===== src/rtl/dcp_pkg.sv =====
package dcp_pkg;

    localparam int COORD_W_DEF = 32;
    localparam int MASS_W      = 24;

endpackage


===== src/rtl/dcp_div_cell.sv =====
module dcp_div_cell #(
    parameter int  XW    = 83,
    parameter int  DENW  = 59,
    parameter int  QW    = 34,
    parameter int  LANES = 6,
    parameter int  BIT   = 0,
    parameter type pass_t = logic
) (
    input  logic            clk,
    input  logic            rst_n,
    input  logic            en,
    input  logic            vld_in,
    input  pass_t           pass_in,
    input  logic [DENW-1:0] den_in,
    input  logic [XW-1:0]   rem_in [LANES],
    input  logic [QW-1:0]   q_in   [LANES],
    output logic            vld_out,
    output pass_t           pass_out,
    output logic [DENW-1:0] den_out,
    output logic [XW-1:0]   rem_out [LANES],
    output logic [QW-1:0]   q_out   [LANES]
);
    import dcp_pkg::*;

    logic            vld_reg;
    pass_t           pass_reg;
    logic [DENW-1:0] den_reg;
    logic [XW-1:0]   rem_reg  [LANES];
    logic [XW-1:0]   rem_next [LANES];
    logic [QW-1:0]   q_reg    [LANES];
    logic [QW-1:0]   q_next   [LANES];
    logic [XW-1:0]   trial;

    assign trial = XW'(den_in) << BIT;

    always_comb
    begin
        for (int l = 0; l < LANES; l++)
        begin
            rem_next[l] = rem_in[l];
            q_next[l]   = q_in[l];
            if (rem_in[l] >= trial)
            begin
                rem_next[l] = rem_in[l] - trial;
                q_next[l]   = q_in[l] | (QW'(1) << BIT);
            end
        end
    end

    always_ff @(posedge clk or negedge rst_n)
    begin
        if (!rst_n)
        begin
            vld_reg <= 1'b0;
        end
        else if (en)
        begin
            vld_reg <= vld_in;
        end
    end

    always_ff @(posedge clk)
    begin
        if (en)
        begin
            pass_reg <= pass_in;
            den_reg  <= den_in;
            rem_reg  <= rem_next;
            q_reg    <= q_next;
        end
    end

    assign vld_out  = vld_reg;
    assign pass_out = pass_reg;
    assign den_out  = den_reg;
    assign rem_out  = rem_reg;
    assign q_out    = q_reg;

    a_rem_first: assert property (@(posedge clk) disable iff (!rst_n)
        (vld_reg && den_reg != '0) |-> (rem_reg[0] < (XW'(den_reg) << BIT)))
        else $error("Division remainder of the first lane exceeds its bound.");

    a_rem_last: assert property (@(posedge clk) disable iff (!rst_n)
        (vld_reg && den_reg != '0) |-> (rem_reg[LANES-1] < (XW'(den_reg) << BIT)))
        else $error("Division remainder of the last lane exceeds its bound.");

endmodule


===== config.mk =====
export PLATFORM = sky130hd
export DESIGN_NAME = dcp_div_cell
export DESIGN_NICKNAME = d
export VERILOG_FILES = /design/src/rtl/dcp_pkg.sv /design/src/rtl/dcp_div_cell.sv
export SDC_FILE = /design/constraint.sdc
export NUM_CORES = 2
export LEC_CHECK = 0
export ABC_CLOCK_PERIOD_IN_PS = 800
export BUFFER_PORTS_ARGS = -buffer_cell sky130_fd_sc_hd__buf_2
export CORE_AREA = 2 2 587 589
export DETAILED_ROUTE_END_ITERATION = 10
export DIE_AREA = 0 0 589 591
export MAX_ROUTING_LAYER = met4
export PLACE_DENSITY = 0.37
export SYNTH_ARGS = -nofsm -noshare
export SYNTH_HDL_FRONTEND = slang
export SYNTH_SLANG_ARGS = --single-unit

===== constraint.sdc =====
create_clock -name clk -period 0.8 [get_ports clk]
set_input_delay 0.16 -clock clk [delete_from_list [all_inputs] [get_ports clk]]
set_output_delay 0.16 -clock clk [all_outputs]
set_load 0.05 [all_outputs]

==> qor.yml <==
clock_tree:
  htreeDepth: 3
  root_buffer: "clkbuf_16"
  cts_buffers: 106
  clk_latency_ps: 870
  cts_num_sinks: 763
  cts_tree: "yes"
  path_clk_slew_ps: 60
  cts_max_path_buffers: 4
timing:
  worst_pin_slew_ps: 888.6
  fmax_mhz: 336.6
  fin_skew_ps: 0
  rsz0062_at_grt: "true"
  setup_viol: 2040
  finalHoldViolations: 34
  fin_ws_ps: -2171
  relSlewSlack: 0.4013
  tns_ps: -1941940
  min_period_ps: 2971
  whs_ps: -391.5
  period_share: 3.714
  finalMaxSlewViolations: 0
yosys:
  ys.flop_type: "edfxtp_1"
  synth-async-reset-ratio: 0.001311
  synth_compound_area_frac: 0.1948
  yosysTopAreaCellShare: 0.4393
  synth_cell_type_count: 93
  synthCells: 5452
  ys_seq_elements: 763
  synthesis.nets: 6578
  synthTopCellsByCount: "edfxtp_1 (762), nand2_1 (562), a21oi_1 (543)"
  synth.most_common_cell: "edfxtp_1"
  synth_edf_count: 762
  syn_area_um2: 52090
  synth_top_family_by_area: "compound AO/OA/AOI/OAI gates"
  synthMuxAreaShare: 0.006413
  yosys.area_share.simple: 0.1597
  synth-xor-area-share: 0.07919
  yosys.area.top_type: "edfxtp_1"
  synth-warning-count: 0
  synthAdderAreaFrac: 0.08734
  avgSynthCellArea_um2: 9.554
  seq_area_frac_synth: 0.4398
  synth_area_leaders: "edfxtp_1 (44%), ha_1 (8.5%), a21oi_1 (5.2%), o21ai_0 (4.6%), xnor2_1 (4.3%)"
floorplanning:
  ioPinCount: 1529
  start_util: 0.1524
  die_h_um: 591
  dieArea_um2: 348100
  rows: 215
  core_area_um2: 341900
  die_w_um: 589
pwr:
  p_comb_frac: 0.448
  intPower_w: 0.1139
  power_switching_w: 0.07407
  ir_drop_uv: 1738
  power_density_nw_per_um2: 1729
  p_leak_nw: 46.61
  p_sw_frac: 0.3941
  clkPwrFrac: 0.267
  power_frac_seq: 0.285
hold_path:
  hold_start: "rem_in[0]"
  hold_depth: 3
  min_to: "rem_out[0]$_DFFE_PP_"
  hp-class: "input port to flip-flop"
routing:
  via_per_inst: 4.327
  drt_first_pass_iters: 6
  finalWirelength_um: 409700
  drt.antenna.violating_nets: 0
  drtIter0Drc: 4378
  drc: 0
  vias: 65500
  wire_per_inst_um: 27.07
critical_path:
  r2r-end: "vld_out$_DFFE_PN0P_"
  r2r_start: "vld_out$_DFFE_PN0P_"
  crit_path_end_kind: "flip-flop"
  cp_max_fo: 9
  cp.required_ps: 1410
  rrSetupSlack_ps: 50
  crit_arrival_ps: 3580
  reg2regPathDepth: 1
  worstSetupPathType: "input port to flip-flop"
  start_kind: "input port"
finish:
  design_area_um2: 108700
  areaGrowthSynthToFinish_pct: 108.7
  final_nets: 11510
  final_cells: 15140
  drive_above_1_share: 0.4960
global_route:
  antenna_found_initial: 141
  grt_start_max_net_pins: 41
  grt_overflow: 0
  grt_first_pass_wirelength_um: 537900
  track_usage: 0.2288
  grt_pass1_vias: 65940
place:
  dp_hpwl_um: 331300
  routabilityCongestion: 0.9323
  port_buffers: 1528
  placed_cell_area_um2: 86810
  dp_worst_setup_slack_ps: -3901
  place_inst: 13650
run:
  drv_cap: 0
status:
  violations: "hold timing, setup timing"
  outcome: "finished, violations left"
## power by group through the flow
stage / Sequential [W] / Clock, W / Combinational [W]
CTS: 0.0536 / 0.0515 / 0.0816
global route: 0.0538 / 0.0528 / 0.0881
global placement: 0.0544 / 0 / 0.0754
detailed placement: 0.0542 / 0 / 0.0751
floorplan: 0.0694 / 0 / 0.0187
finish: 0.0535 / 0.0503 / 0.0842
## metrics by stage
stage,util,total power [W]
after floorplan,-,0.08806
after global placement,0.2539,0.1298
after CTS,0.3040,0.1867
after global routing,0.3178,0.1947
after detailed placement,0.2539,0.1293
final,0.3180,0.1879
## layer usage
metal | global-route usage | routed length [um] | up-vias
met2 | 0.4041 | 207000 | 2383
li1 | - | - | 30420
met5 | - | 0 | -
met3 | 0.03515 | 20820 | 571
met1 | 0.2570 | 162100 | 32130
met4 | 0.09254 | 19840 | 0
## cells in the final DEF, fill, tap and decap left out, types with 120 or more instances in the layout
cell	netlist	layout
clkbuf_16	0	125
diode_2	0	120
xor2_1	214	204
buf_12	0	282
nand4_1	173	173
dlygate4sd3_1	0	952
a21oi_1	543	429
buf_2	21	1351
a21o_1	170	169
o21ai_0	478	249
ha_1	354	238
nor2_1	412	364
nand2_1	562	522
xnor2_1	257	225
buf_4	0	2309
buf_6	2	123
edfxtp_1	762	762
## worst max path at each step
stage / from / to / slack [ps]
after floorplan: den_in[1] / rem_out[228]$_DFFE_PP_ / -2510
after global placement: den_in[1] / rem_out[314]$_DFFE_PP_ / -3900
after detailed placement: den_in[1] / rem_out[314]$_DFFE_PP_ / -3900
after CTS: den_in[1] / rem_out[312]$_DFFE_PP_ / -2200
after global routing: den_in[1] / rem_out[483]$_DFFE_PP_ / -2220
final: den_in[1] / rem_out[138]$_DFFE_PP_ / -2170
## critical path, stage by stage
cell and delay [ps]:
buf_8 80, clkinvlp_4 130, buf_12 170, buf_12 140, buf_8 120, buf_6 130, ha_4 260, nor2b_4 160
o21bai_4 70, and3b_2 240, o21ai_4 190, a21oi_4 110, o31ai_4 280, o21ai_4 170, buf_6 160, o31ai_4 270
buf_6 150, buf_12 140, buf_4 120, mux2_4 290
## final cells by class
class | count | area, um2
fillers | 35410 | 233200
repair buffers | 5088 | 42200
well taps | 4557 | 5702
clock inverters | 68 | 803.3
flip-flops and latches | 763 | 22910
inverters | 177 | 783.3
diodes | 120 | 300.3
multi-input cells | 4246 | 33330
clock buffers | 119 | 2701
## sequential cells by signal (all words and copies together) (netlist names)
signal    cells
rem_out     498
q_out       204
den_out      59
pass_out      1
vld_out       1
## cells by family after synthesis
family	count (synthesis)
simple gates	1721
mux	30
xor+xnor	471
fa+ha+maj	360
buf+inv	444
flops	763
compound gates	1663
## timing repair
| item | in CTS | in global routing |
|---|---|---|
| pin swaps | 225 | 276 |
| hold buffers | 942 | 57 |
| endpoints found under the hold margin | 1005 | 95 |
| cloned | 23 | 22 |
| buffers inserted | 106 | 123 |
| resized for setup | 627 | 573 |
| endpoints found under the setup margin | 1267 | 2030 |
(Power assumes the default switching activity.)
