### config.mk
export PLATFORM = sky130hd
export DESIGN_NAME = dcp_sqrt_cell
export DESIGN_NICKNAME = d
export VERILOG_FILES = /design/src/rtl/dcp_pkg.sv /design/src/rtl/dcp_sqrt_cell.sv
export SDC_FILE = /design/constraint.sdc
export NUM_CORES = 1
export LEC_CHECK = 0
export BUFFER_PORTS_ARGS = -buffer_cell sky130_fd_sc_hd__buf_4
export CORE_MARGIN = 3
export CORE_UTILIZATION = 51
export DETAILED_ROUTE_END_ITERATION = 6
export PLACE_DENSITY = 0.8
export SKIP_LAST_GASP = 1
export SLEW_MARGIN = 10
export SYNTH_ARGS = -nofsm -noshare
export SYNTH_HDL_FRONTEND = slang
export SYNTH_SLANG_ARGS = --single-unit
### constraint.sdc
create_clock -name clk -period 1 [get_ports clk]
set_input_delay 0.2 -clock clk [delete_from_list [all_inputs] [get_ports clk]]
set_output_delay 0.2 -clock clk [all_outputs]
set_load 0.01 [all_outputs]
### src/rtl/dcp_pkg.sv
package dcp_pkg;

    localparam int COORD_W_DEF = 32;
    localparam int MASS_W      = 24;

endpackage

### src/rtl/dcp_sqrt_cell.sv
module dcp_sqrt_cell #(
    parameter int  SQW = 68,
    parameter int  LW  = 34,
    parameter int  BIT = 0,
    parameter type pass_t = logic
) (
    input  logic           clk,
    input  logic           rst_n,
    input  logic           en,
    input  logic           vld_in,
    input  pass_t          pass_in,
    input  logic [SQW-1:0] rem_in,
    input  logic [LW-1:0]  res_in,
    output logic           vld_out,
    output pass_t          pass_out,
    output logic [SQW-1:0] rem_out,
    output logic [LW-1:0]  res_out
);
    import dcp_pkg::*;

    logic           vld_reg;
    pass_t          pass_reg;
    logic [SQW-1:0] rem_reg;
    logic [SQW-1:0] rem_next;
    logic [LW-1:0]  res_reg;
    logic [LW-1:0]  res_next;
    logic [SQW:0]   trial;
    logic           take;

    // Trial value is (2*res + 2^BIT) * 2^BIT, the growth of res^2 when this bit is set.
    assign trial = ((SQW+1)'(res_in) << (BIT + 1)) + ((SQW+1)'(1) << (2 * BIT));
    assign take  = {1'b0, rem_in} >= trial;

    always_comb
    begin
        rem_next = rem_in;
        res_next = res_in;
        if (take)
        begin
            rem_next = rem_in - trial[SQW-1:0];
            res_next = res_in | (LW'(1) << BIT);
        end
    end

    always_ff @(posedge clk or negedge rst_n)
    begin
        if (!rst_n)
        begin
            vld_reg <= 1'b0;
        end
        else if (en)
        begin
            vld_reg <= vld_in;
        end
    end

    always_ff @(posedge clk)
    begin
        if (en)
        begin
            pass_reg <= pass_in;
            rem_reg  <= rem_next;
            res_reg  <= res_next;
        end
    end

    assign vld_out  = vld_reg;
    assign pass_out = pass_reg;
    assign rem_out  = rem_reg;
    assign res_out  = res_reg;

    a_rem_bound: assert property (@(posedge clk) disable iff (!rst_n)
        vld_reg |-> ({1'b0, rem_reg} <
            (((SQW+1)'(res_reg) << (BIT + 1)) + ((SQW+1)'(1) << (2 * BIT)))))
        else $error("Square root remainder exceeds its bound.");

    a_res_low: assert property (@(posedge clk) disable iff (!rst_n)
        vld_reg |-> ((res_reg & ((LW'(1) << BIT) - LW'(1))) == '0))
        else $error("Square root has bits set below the current position.");

endmodule

==> summary.md, run 1 <==
| Metric | Value |
|---|---|
| Pre-CTS setup slack | -2132 ps |
| Yosys Warn Count | 0 |
| Status | did not finish |
| FP Rows | 40 |
| H-tree depth | 3 |
| Ys flop type | edfxtp_1 |
| IO Port Bufs | 210 |
| Post-synthesis cell count | 652 |
| GRT worst endpoint | rem_out[49]$_DFFE_PP_/D |
| Cts bufs inserted | 9 |
| Cell variety after synth | 60 |
| Ys async rst share | less than 1% |
| Initial Utilization | 53.34% |
| IO Pins | 211 |
| Number of synthesized register bits | 104 |
| Post-Syn Area per Cell | 10.03 sq um |
| Stop stage | global routing |
| Clock tree buffer depth | 2 |
| Worst ep type | sequential cell input |
| Die width | 119.2 microns |
| Root Driver | clkbuf_16 |
| Clk sinks | 104 |
| Sequential area share after synthesis | 47.68% |
| Err | [ERROR DPL-0038] Utilization greater than 100%, impossible to legalize |
| Cell Area, Synth | 0.006540 sq mm |
| Placed wire-length estimate | 18.35 mm |
| Die Y | 119.2 microns |
| Gpl congestion | approximately 0.91 |
| Syn Nets | 795 |
| Largest net degree at the start of global routing | 48 |
| EDFF count, synth | 103 |
[repair_timing]
action	4_1_cts
pin swaps	46
hold endpoints to repair	1
setup buffers	21
hold buffers	1
setup endpoints to repair	173
cloned	8
gates resized for setup	208
[per-stage QoR]
stage	utilization [%]	cell area, sq um	std cells
3_5_place_dp	82.07	10060	1206
2_1_floorplan	-	6864	652
4_1_cts	94.33	11570	1252
3_3_place_gp	82.07	10060	1206
[cell families after synthesis]
| family | Yosys count | share of synthesized area [%] |
|---|---|---|
| AO/OA/AOI/OAI | 153 | 14.35 |
| adder cells (fa/ha/maj) | 36 | 7.002 |
| AND/OR/NAND/NOR | 223 | 17.64 |
| multiplexers | 4 | 0.6505 |
| flip-flops | 104 | 47.68 |
| buffers and inverters | 70 | 4.381 |
| XOR/XNOR | 62 | 8.303 |
[cells in the mapped netlist, types with 13 or more instances]
library cell / count / area, sq um
a21o_1: 13 / 97.59
xor2_1: 41 / 359.1
nor4_1: 17 / 106.4
inv_1: 44 / 165.2
a21oi_1: 37 / 185.2
edfxtp_1: 103 / 3093
clkbuf_1: 16 / 60.06
o21ai_0: 55 / 275.3
nor2_1: 39 / 146.4
ha_1: 35 / 437.9
xnor2_1: 21 / 183.9
nor3_1: 23 / 115.1
nand4_1: 14 / 87.58
nand2_1: 73 / 274.0
==> run 2, diff against run 1 <==
- CORE_UTILIZATION: 51 -> 36
- PLACE_DENSITY: 0.8 -> not set
- PLACE_DENSITY_LB_ADDON: not set -> 0.15
==> run 2 against run 1 <==
  * The flow now finishes, with violations (setup timing)
  * Synthesized area did not move
  * Synthesized cell count did not move
==> summary.md, run 2 <==
| Metric | Value |
|---|---|
| Status | complete, but fails checks (was did not finish) |
| Failing checks | setup timing |
| Share of post-route cells with drive strength above 1 | 55.58% |
| Pleak | 0.005204 uW |
| Count leader, synth | edfxtp_1 (unchanged) |
| Via/cell ratio | 5.041 |
| IO Port Bufs | 210 (unchanged) |
| Cell variety after synth | 60 (unchanged) |
| Die width | 140.8 microns (was 119.2 microns) |
| Initial DRC Count | between 200 and 300 |
| Post-layout min period | 2682 ps |
| Clock tree buffer depth | 2 (unchanged) |
| Startpoint types | input pin |
| First-pass GRT wire length | between 30 and 40 mm |
| Final Max Slew Viols | 0 |
| HP Class | in2reg |
| Yosys Warn Count | 0 (unchanged) |
| ANT cells | 0 |
| Antenna violations before repair | 0 |
| Critical path peak fanout | 4 |
| Final setup margin | -1682 ps |
| Fillcell total | about 1300 |
| Post-synthesis cell count | 652 (unchanged) |
| Synth top area share | 47.29% (unchanged) |
| RSZ-0062 raised after global routing | true |
| Met3 wire length | 1.068 mm |
| Placed wire-length estimate | 17.86 mm (was 18.35 mm) |
| Area Overhead vs Synth | 86.42% |
| Area of the multi-input gates | 0.003991 sq mm |
| FP Rows | 48 (was 40) |
| Via Count | 6740 |
| Final instance area | 0.01219 sq mm |
| Crit-path cells | buf_6 -> or4_4 -> or3_4 -> nor4_4 -> nand3_2 -> nor4_4 -> buf_4 -> buf_4 -> or2_4 -> buf_4 -> nor3_2 -> xor2_1 |
| Total power | 14530 uW |
| Vias in the first global route | between 6000 and 7000 |
| Max-cap violations | 0 |
| Commonest cells in the netlist | edfxtp_1, nand2_1, o21ai_0, inv_1, xor2_1 (unchanged) |
| Gpl congestion | 0.8437 (was 0.9135) |
| Cts bufs inserted | 9 (unchanged) |
| WL met1 | 10.15 mm |
| Ys flop type | edfxtp_1 (unchanged) |
| Clk pin slew, worst setup/hold paths | 70 ps |
| Worst Path Required | 1090 ps |
| Worst-case clock skew | 0 ps |
| CP dominant cell by count | buf_4 |
| Placement Cell Area | 0.01022 sq mm (was 0.01006 sq mm) |
| IO Pins | 211 (unchanged) |
| Synth area leader | edfxtp_1 (unchanged) |
| Max reg flops | 68 |
| First-pass iteration count of the detailed router | 4 |
| EDFF count, synth | 103 (unchanged) |
| CP Data Arrival Time | 2770 ps |
| Top post-synthesis cells by area | edfxtp_1, ha_1, xor2_1 (unchanged) |
| CTS tree | done |
| Largest stage delay on the critical path | 530 ps |
| Core area | ~0.018 sq mm |
| Die area | just under 0.02 sq mm |
| FF-to-FF Start | vld_out$_DFFE_PN0P_ |
| GRT Total Usage | 23.11% |
| Critical path capture point type | flop |
| Routed Antenna Nets | 0 |
| # DRC | 0 |
| Metal2 WL | 12.25 mm |
| Crit. Startpoint | rem_in[46] |
| Pwr/cell area | 1191 mW/mm^2 |
| Cell Area, Synth | 0.006540 sq mm (unchanged) |
| Die Y | 140.8 microns (was 119.2 microns) |
| Sequential area share after synthesis | 47.68% (unchanged) |
| Worst-Margin Slew | 471.2 ps |
| Period Utilization, post-route | 268.2% |
| Initial Utilization | 37.29% (was 53.34%) |
| Slew margin rel. | 68.30% |
| Slowest-stage cell, CP | or4_4 |
| Clk sinks | 104 (unchanged) |
| # setup viols final | about 170 |
| Fmax | 372.9 MHz |
| Routed wire length | roughly 24 mm |
| Post-Syn Area per Cell | 10.03 sq um (unchanged) |
| CP Class | in2reg |
| Highest routed layer | met4 |
| Worst skew pair latency | 360 ps |
| VDD IR-drop max | 0.9521 mV |
| HP Start | res_in[12] |
| Root Driver | clkbuf_16 (unchanged) |
| Syn Nets | 795 (unchanged) |
| Number of synthesized register bits | 104 (unchanged) |
| Routed WL per cell | between 15 and 20 microns |
| H-tree depth | 3 (unchanged) |
| Most frequent cells in the layout | buf_4, buf_6, edfxtp_1 |
| Largest net degree at the start of global routing | 47 |
| Final Hold Vio Count | 0 |
| Nets | between 1000 and 1500 |
| Global route overflow | 0 |
| Ys async rst share | 0.9615% (unchanged) |
| Sequential Area | 0.003118 sq mm |
| Most common cell after layout, fill and taps aside | buf_4 |
## run 2: cell counts after synthesis
No cell type changed its count.
## run 2: worst max-delay path, delay by kind of cell
family / cells / cell delay, ps
AND/OR/NAND/NOR: 7 / 1870
XOR/XNOR: 1 / 160
buffers and inverters: 4 / 530
## run 2: cells by family after synthesis
family | share of synthesized area (%)
fa+ha+maj | 7.002
flops | 47.68
xor+xnor | 8.303
compound gates | 14.35
buf+inv | 4.381
mux | 0.6505
simple gates | 17.64
## run 2: area by class of cell
type	instances	area share (%)
Clock inverter	4	0.4413
Clock buffer	12	2.022
Timing Repair Buffer	470	35.17
Sequential cell	104	25.57
Tap cell	225	2.309
Multi-Input combinational cell	478	32.74
Inverter	44	1.745
## run 2: final timing paths
path / end / slack, ps / cells past startpoint
max: rem_out[42]$_DFFE_PP_ / -1680 / 12
min: res_out[12]$_DFFE_PP_ / 20 / 1
max reg2reg: vld_out$_DFFE_PN0P_ / 240 / 1
min reg2reg: vld_out$_DFFE_PN0P_ / 540 / 1
max in group asynchronous: vld_out$_DFFE_PN0P_ / 770 / 2
min in group asynchronous: vld_out$_DFFE_PN0P_ / 150 / 2
## run 2: through the flow
stage | hold slack, ps | setup TNS, ps | instances | util [%] | worst slack [ps]
after floorplan | -95.59 | -108310 | 652 | - | -1705
after global placement | -24.09 | -133440 | 1279 | 58.26 | -2105
after detailed placement | -22.14 | -135620 | 1279 | 58.26 | -2153
final | 16.14 | -111930 | 1337 | 69.52 | -1682
after global routing | 2.327 | -119390 | 1337 | 69.52 | -1721
after CTS | 6.332 | -109130 | 1327 | 66.36 | -1640
## run 2: report_power, final
| group | switching [uW] | internal, uW |
|---|---|---|
| registers | 221 | 5390 |
| logic | 2330 | 2910 |
| clock network | 1650 | 2020 |
| total | 4200 | 10300 |
## run 2: per-layer routing
metal / GRT usage, % / vias to the layer above
met2: 41.33 / 168
met4: 4.997 / 0
met5: 0 / -
li1: - / 3310
met3: 4.647 / 34
met1: 28.89 / 3228
## run 2: timing repair
action	CTS	global route
pin swaps	30	47
setup endpoints to repair	173	173
cloned	4	2
gates resized for setup	183	123
hold buffers	1	1
hold endpoints to repair	1	1
buffers inserted	27	12
Note: power is estimated with default switching activity, not from simulation.
==> run 3, diff against run 2 <==
- CORE_MARGIN: 3 -> not set
- clock period: 1 -> 3.5 ns (I/O delays scaled with it)
==> run 3 against run 2 <==
  * The run now ends clean
  * Utilization is 17 points lower
  * Critical path depth decreased by 1
  * Largest cell class is now multi-input gates
  * Die area is 5.6% lower
  * Sequential power down 72%
  * Final cell count shrank 13%
  * Final area shrank 24%
==> summary.md, run 3 (synthesis gave the netlist of run 2 again) <==
| Metric | Value |
|---|---|
| Total placed cells including tap cells | 1146 (was 1279) |
| Initial Utilization | 37.29% (unchanged) |
| Die width | 136.8 microns (was 140.8 microns) |
| CTS tree | done (unchanged) |
| Antenna violations before repair | 0 (unchanged) |
| Final Hold Vio Count | 0 (unchanged) |
| Seq pwr share | 42.3% (was 38.6%) |
| Routed wire length | 19.83 mm (was 23.85 mm) |
| Logic pwr share | 27.5% (was 36.1%) |
| Worst-case clock skew | 0 ps (unchanged) |
| Post-layout min period | 3334 ps |
| Clk pin slew, worst setup/hold paths | 70 ps (about the same) |
| Global route overflow | 0 (unchanged) |
| ANT cells | 0 (unchanged) |
| Core area | 0.01754 sq mm (unchanged) |
| Startpoint types | input pin (unchanged) |
| Fmax | ~300 MHz |
| Die area | 0.01871 sq mm (was 0.01982 sq mm) |
| Critical path peak fanout | 4 (unchanged) |
| Clk sinks | 104 (unchanged) |
| Area Overhead vs Synth | 41.82% (was 86.42%) |
| Max-cap violations | 0 (unchanged) |
| Most common cell after layout, fill and taps aside | buf_4 (unchanged) |
| Clock tree buffer depth | 2 (unchanged) |
| Worst skew pair latency | 360 ps (about the same) |
| RSZ-0062 raised after global routing | false (was true) |
| Critical path capture point type | flop (unchanged) |
| First-pass iteration count of the detailed router | 5 (was 4) |
| Period Utilization, post-route | 95.27% |
| Via/cell ratio | 5.131 (was 5.041) |
| Die Y | 136.8 microns (was 140.8 microns) |
| P_sw | 1043 uW (was 4199 uW) |
| Initial DRC Count | 330 (was 286) |
| GRT Total Usage | 21.48% (was 23.11%) |
| Most frequent cells in the layout | buf_4, edfxtp_1, nand2_1 (was buf_4, buf_6, edfxtp_1) |
| Status | completed (was complete, but fails checks) |
| Final Util | 52.89% (was 69.52%) |
| Root Driver | clkbuf_16 (unchanged) |
| HP Class | in2async (was in2reg) |
| Share of post-route cells with drive strength above 1 | 34.79% (was 55.58%) |
| Worst-Margin Slew | 776.3 ps (was 471.2 ps) |
| Switching Share | 27.93% (was 28.91%) |
| FP Rows | 48 (unchanged) |
| CP Class | in2reg (unchanged) |
| Final Max Slew Viols | 0 (unchanged) |
| # DRC | 0 (unchanged) |
| Pwr/cell area | 402.6 mW/mm^2 (was 1191 mW/mm^2) |
| # setup viols final | 0 (was 173) |
| Final cell count without fillers | 1162 (was 1337) |
| Pleak | 0.004029 uW (was 0.005204 uW) |
| Final setup margin | 165.7 ps (was -1682 ps) |
| Routed Antenna Nets | 0 (unchanged) |
| Routed WL per cell | 17.07 microns (was 17.84 microns) |
| IO Port Bufs | 210 (unchanged) |
| Via Count | 5962 (was 6740) |
| Worst Path Required | 3600 ps (was 1090 ps) |
| Vias in the first global route | 5896 (was 6998) |
| Fillcell total | 1670 (was 1318) |
| VDD IR-drop max | 0.2381 mV (was 0.9521 mV) |
| CP Data Arrival Time | 3430 ps (was 2770 ps) |
| First-pass GRT wire length | 30.43 mm (was 36.42 mm) |
| H-tree depth | 3 (unchanged) |
| Slew margin rel. | 47.77% (was 68.30%) |
| Max reg flops | 68 (unchanged) |
| Gpl congestion | 0.8319 (was 0.8437) |
| Placed wire-length estimate | 16.03 mm (was 17.86 mm) |
| Nets | 1075 (was 1250) |
| Cell Int Power | 2691 uW (was 10330 uW) |
| IO Pins | 211 (unchanged) |
| Largest net degree at the start of global routing | 54 (was 47) |
| Pre-CTS setup slack | -215.3 ps (was -2153 ps) |
| Clock power frac | 30.2% (was 25.3%) |
| Cts bufs inserted | 9 (unchanged) |
run 3: worst paths after layout:
path,start,end,slack (ps),depth (start not counted)
min in group clk,vld_out$_DFFE_PN0P_,vld_out$_DFFE_PN0P_,510,1
max in group asynchronous,rst_n,vld_out$_DFFE_PN0P_,3320,1
hold / removal,rst_n,vld_out$_DFFE_PN0P_,100,1
hold reg to reg,vld_out$_DFFE_PN0P_,vld_out$_DFFE_PN0P_,510,1
setup / recovery,rem_in[16],rem_out[52]$_DFFE_PP_,170,11
setup reg to reg,vld_out$_DFFE_PN0P_,vld_out$_DFFE_PN0P_,2760,1
run 3: layer usage:
metal  routed length (microns)  vias up  GRT usage, %
li1                          -     2961             -
met1                      8602     2804         26.88
met2                      9834      177         37.20
met5                         0        -             0
met4                       343        0         7.387
met3                      1050       20         3.741
run 3: power groups by stage:
stage	logic, uW	registers, uW	clock network, uW
detailed placement	1030	1610	0
floorplan	387	1670	0
CTS	1040	1580	1160
finish	1030	1580	1130
global placement	1020	1600	0
global route	1120	1590	1200
run 3: layout make-up:
| type | count | area [sq um] | area share [%] |
|---|---|---|---|
| Inverter | 44 | 165.2 | 1.781 |
| Timing Repair Buffer | 295 | 2240 | 24.15 |
| Multi-Input combinational cell | 478 | 3142 | 33.87 |
| Clock buffer | 10 | 239.0 | 2.577 |
| Sequential cell | 104 | 3118 | 33.62 |
| Tap cell | 225 | 281.5 | 3.035 |
| Clock inverter | 6 | 90.09 | 0.9713 |
run 3: stage by stage:
| stage | TNS, ps | instance area (sq um) | power [uW] | hold WS (ps) |
|---|---|---|---|---|
| after floorplan | 0 | 6540 | 2062 | 404.4 |
| after global placement | -802.0 | 8940 | 2625 | 475.1 |
| after detailed placement | -4458 | 8940 | 2636 | 476.2 |
| after CTS | 0 | 9269 | 3775 | 81.82 |
| after global routing | 0 | 9275 | 3918 | 82.71 |
| final | 0 | 9275 | 3734 | 99.35 |
run 3: repair_timing:
item	in CTS	in global routing
gates resized for setup	0	2
endpoints found under the setup margin	0	8
hold endpoints to repair	0	0
hold buffers	0	0
setup buffers	0	0
run 3: critical path: stages:
cell and delay (ps):
buf_4 120, ha_1 300, buf_4 150, a21o_1 180, o21ai_0 250, a21bo_2 270, or3_1 360, a31oi_1 280
o211ai_1 250, nor4b_1 450, xor2_1 120
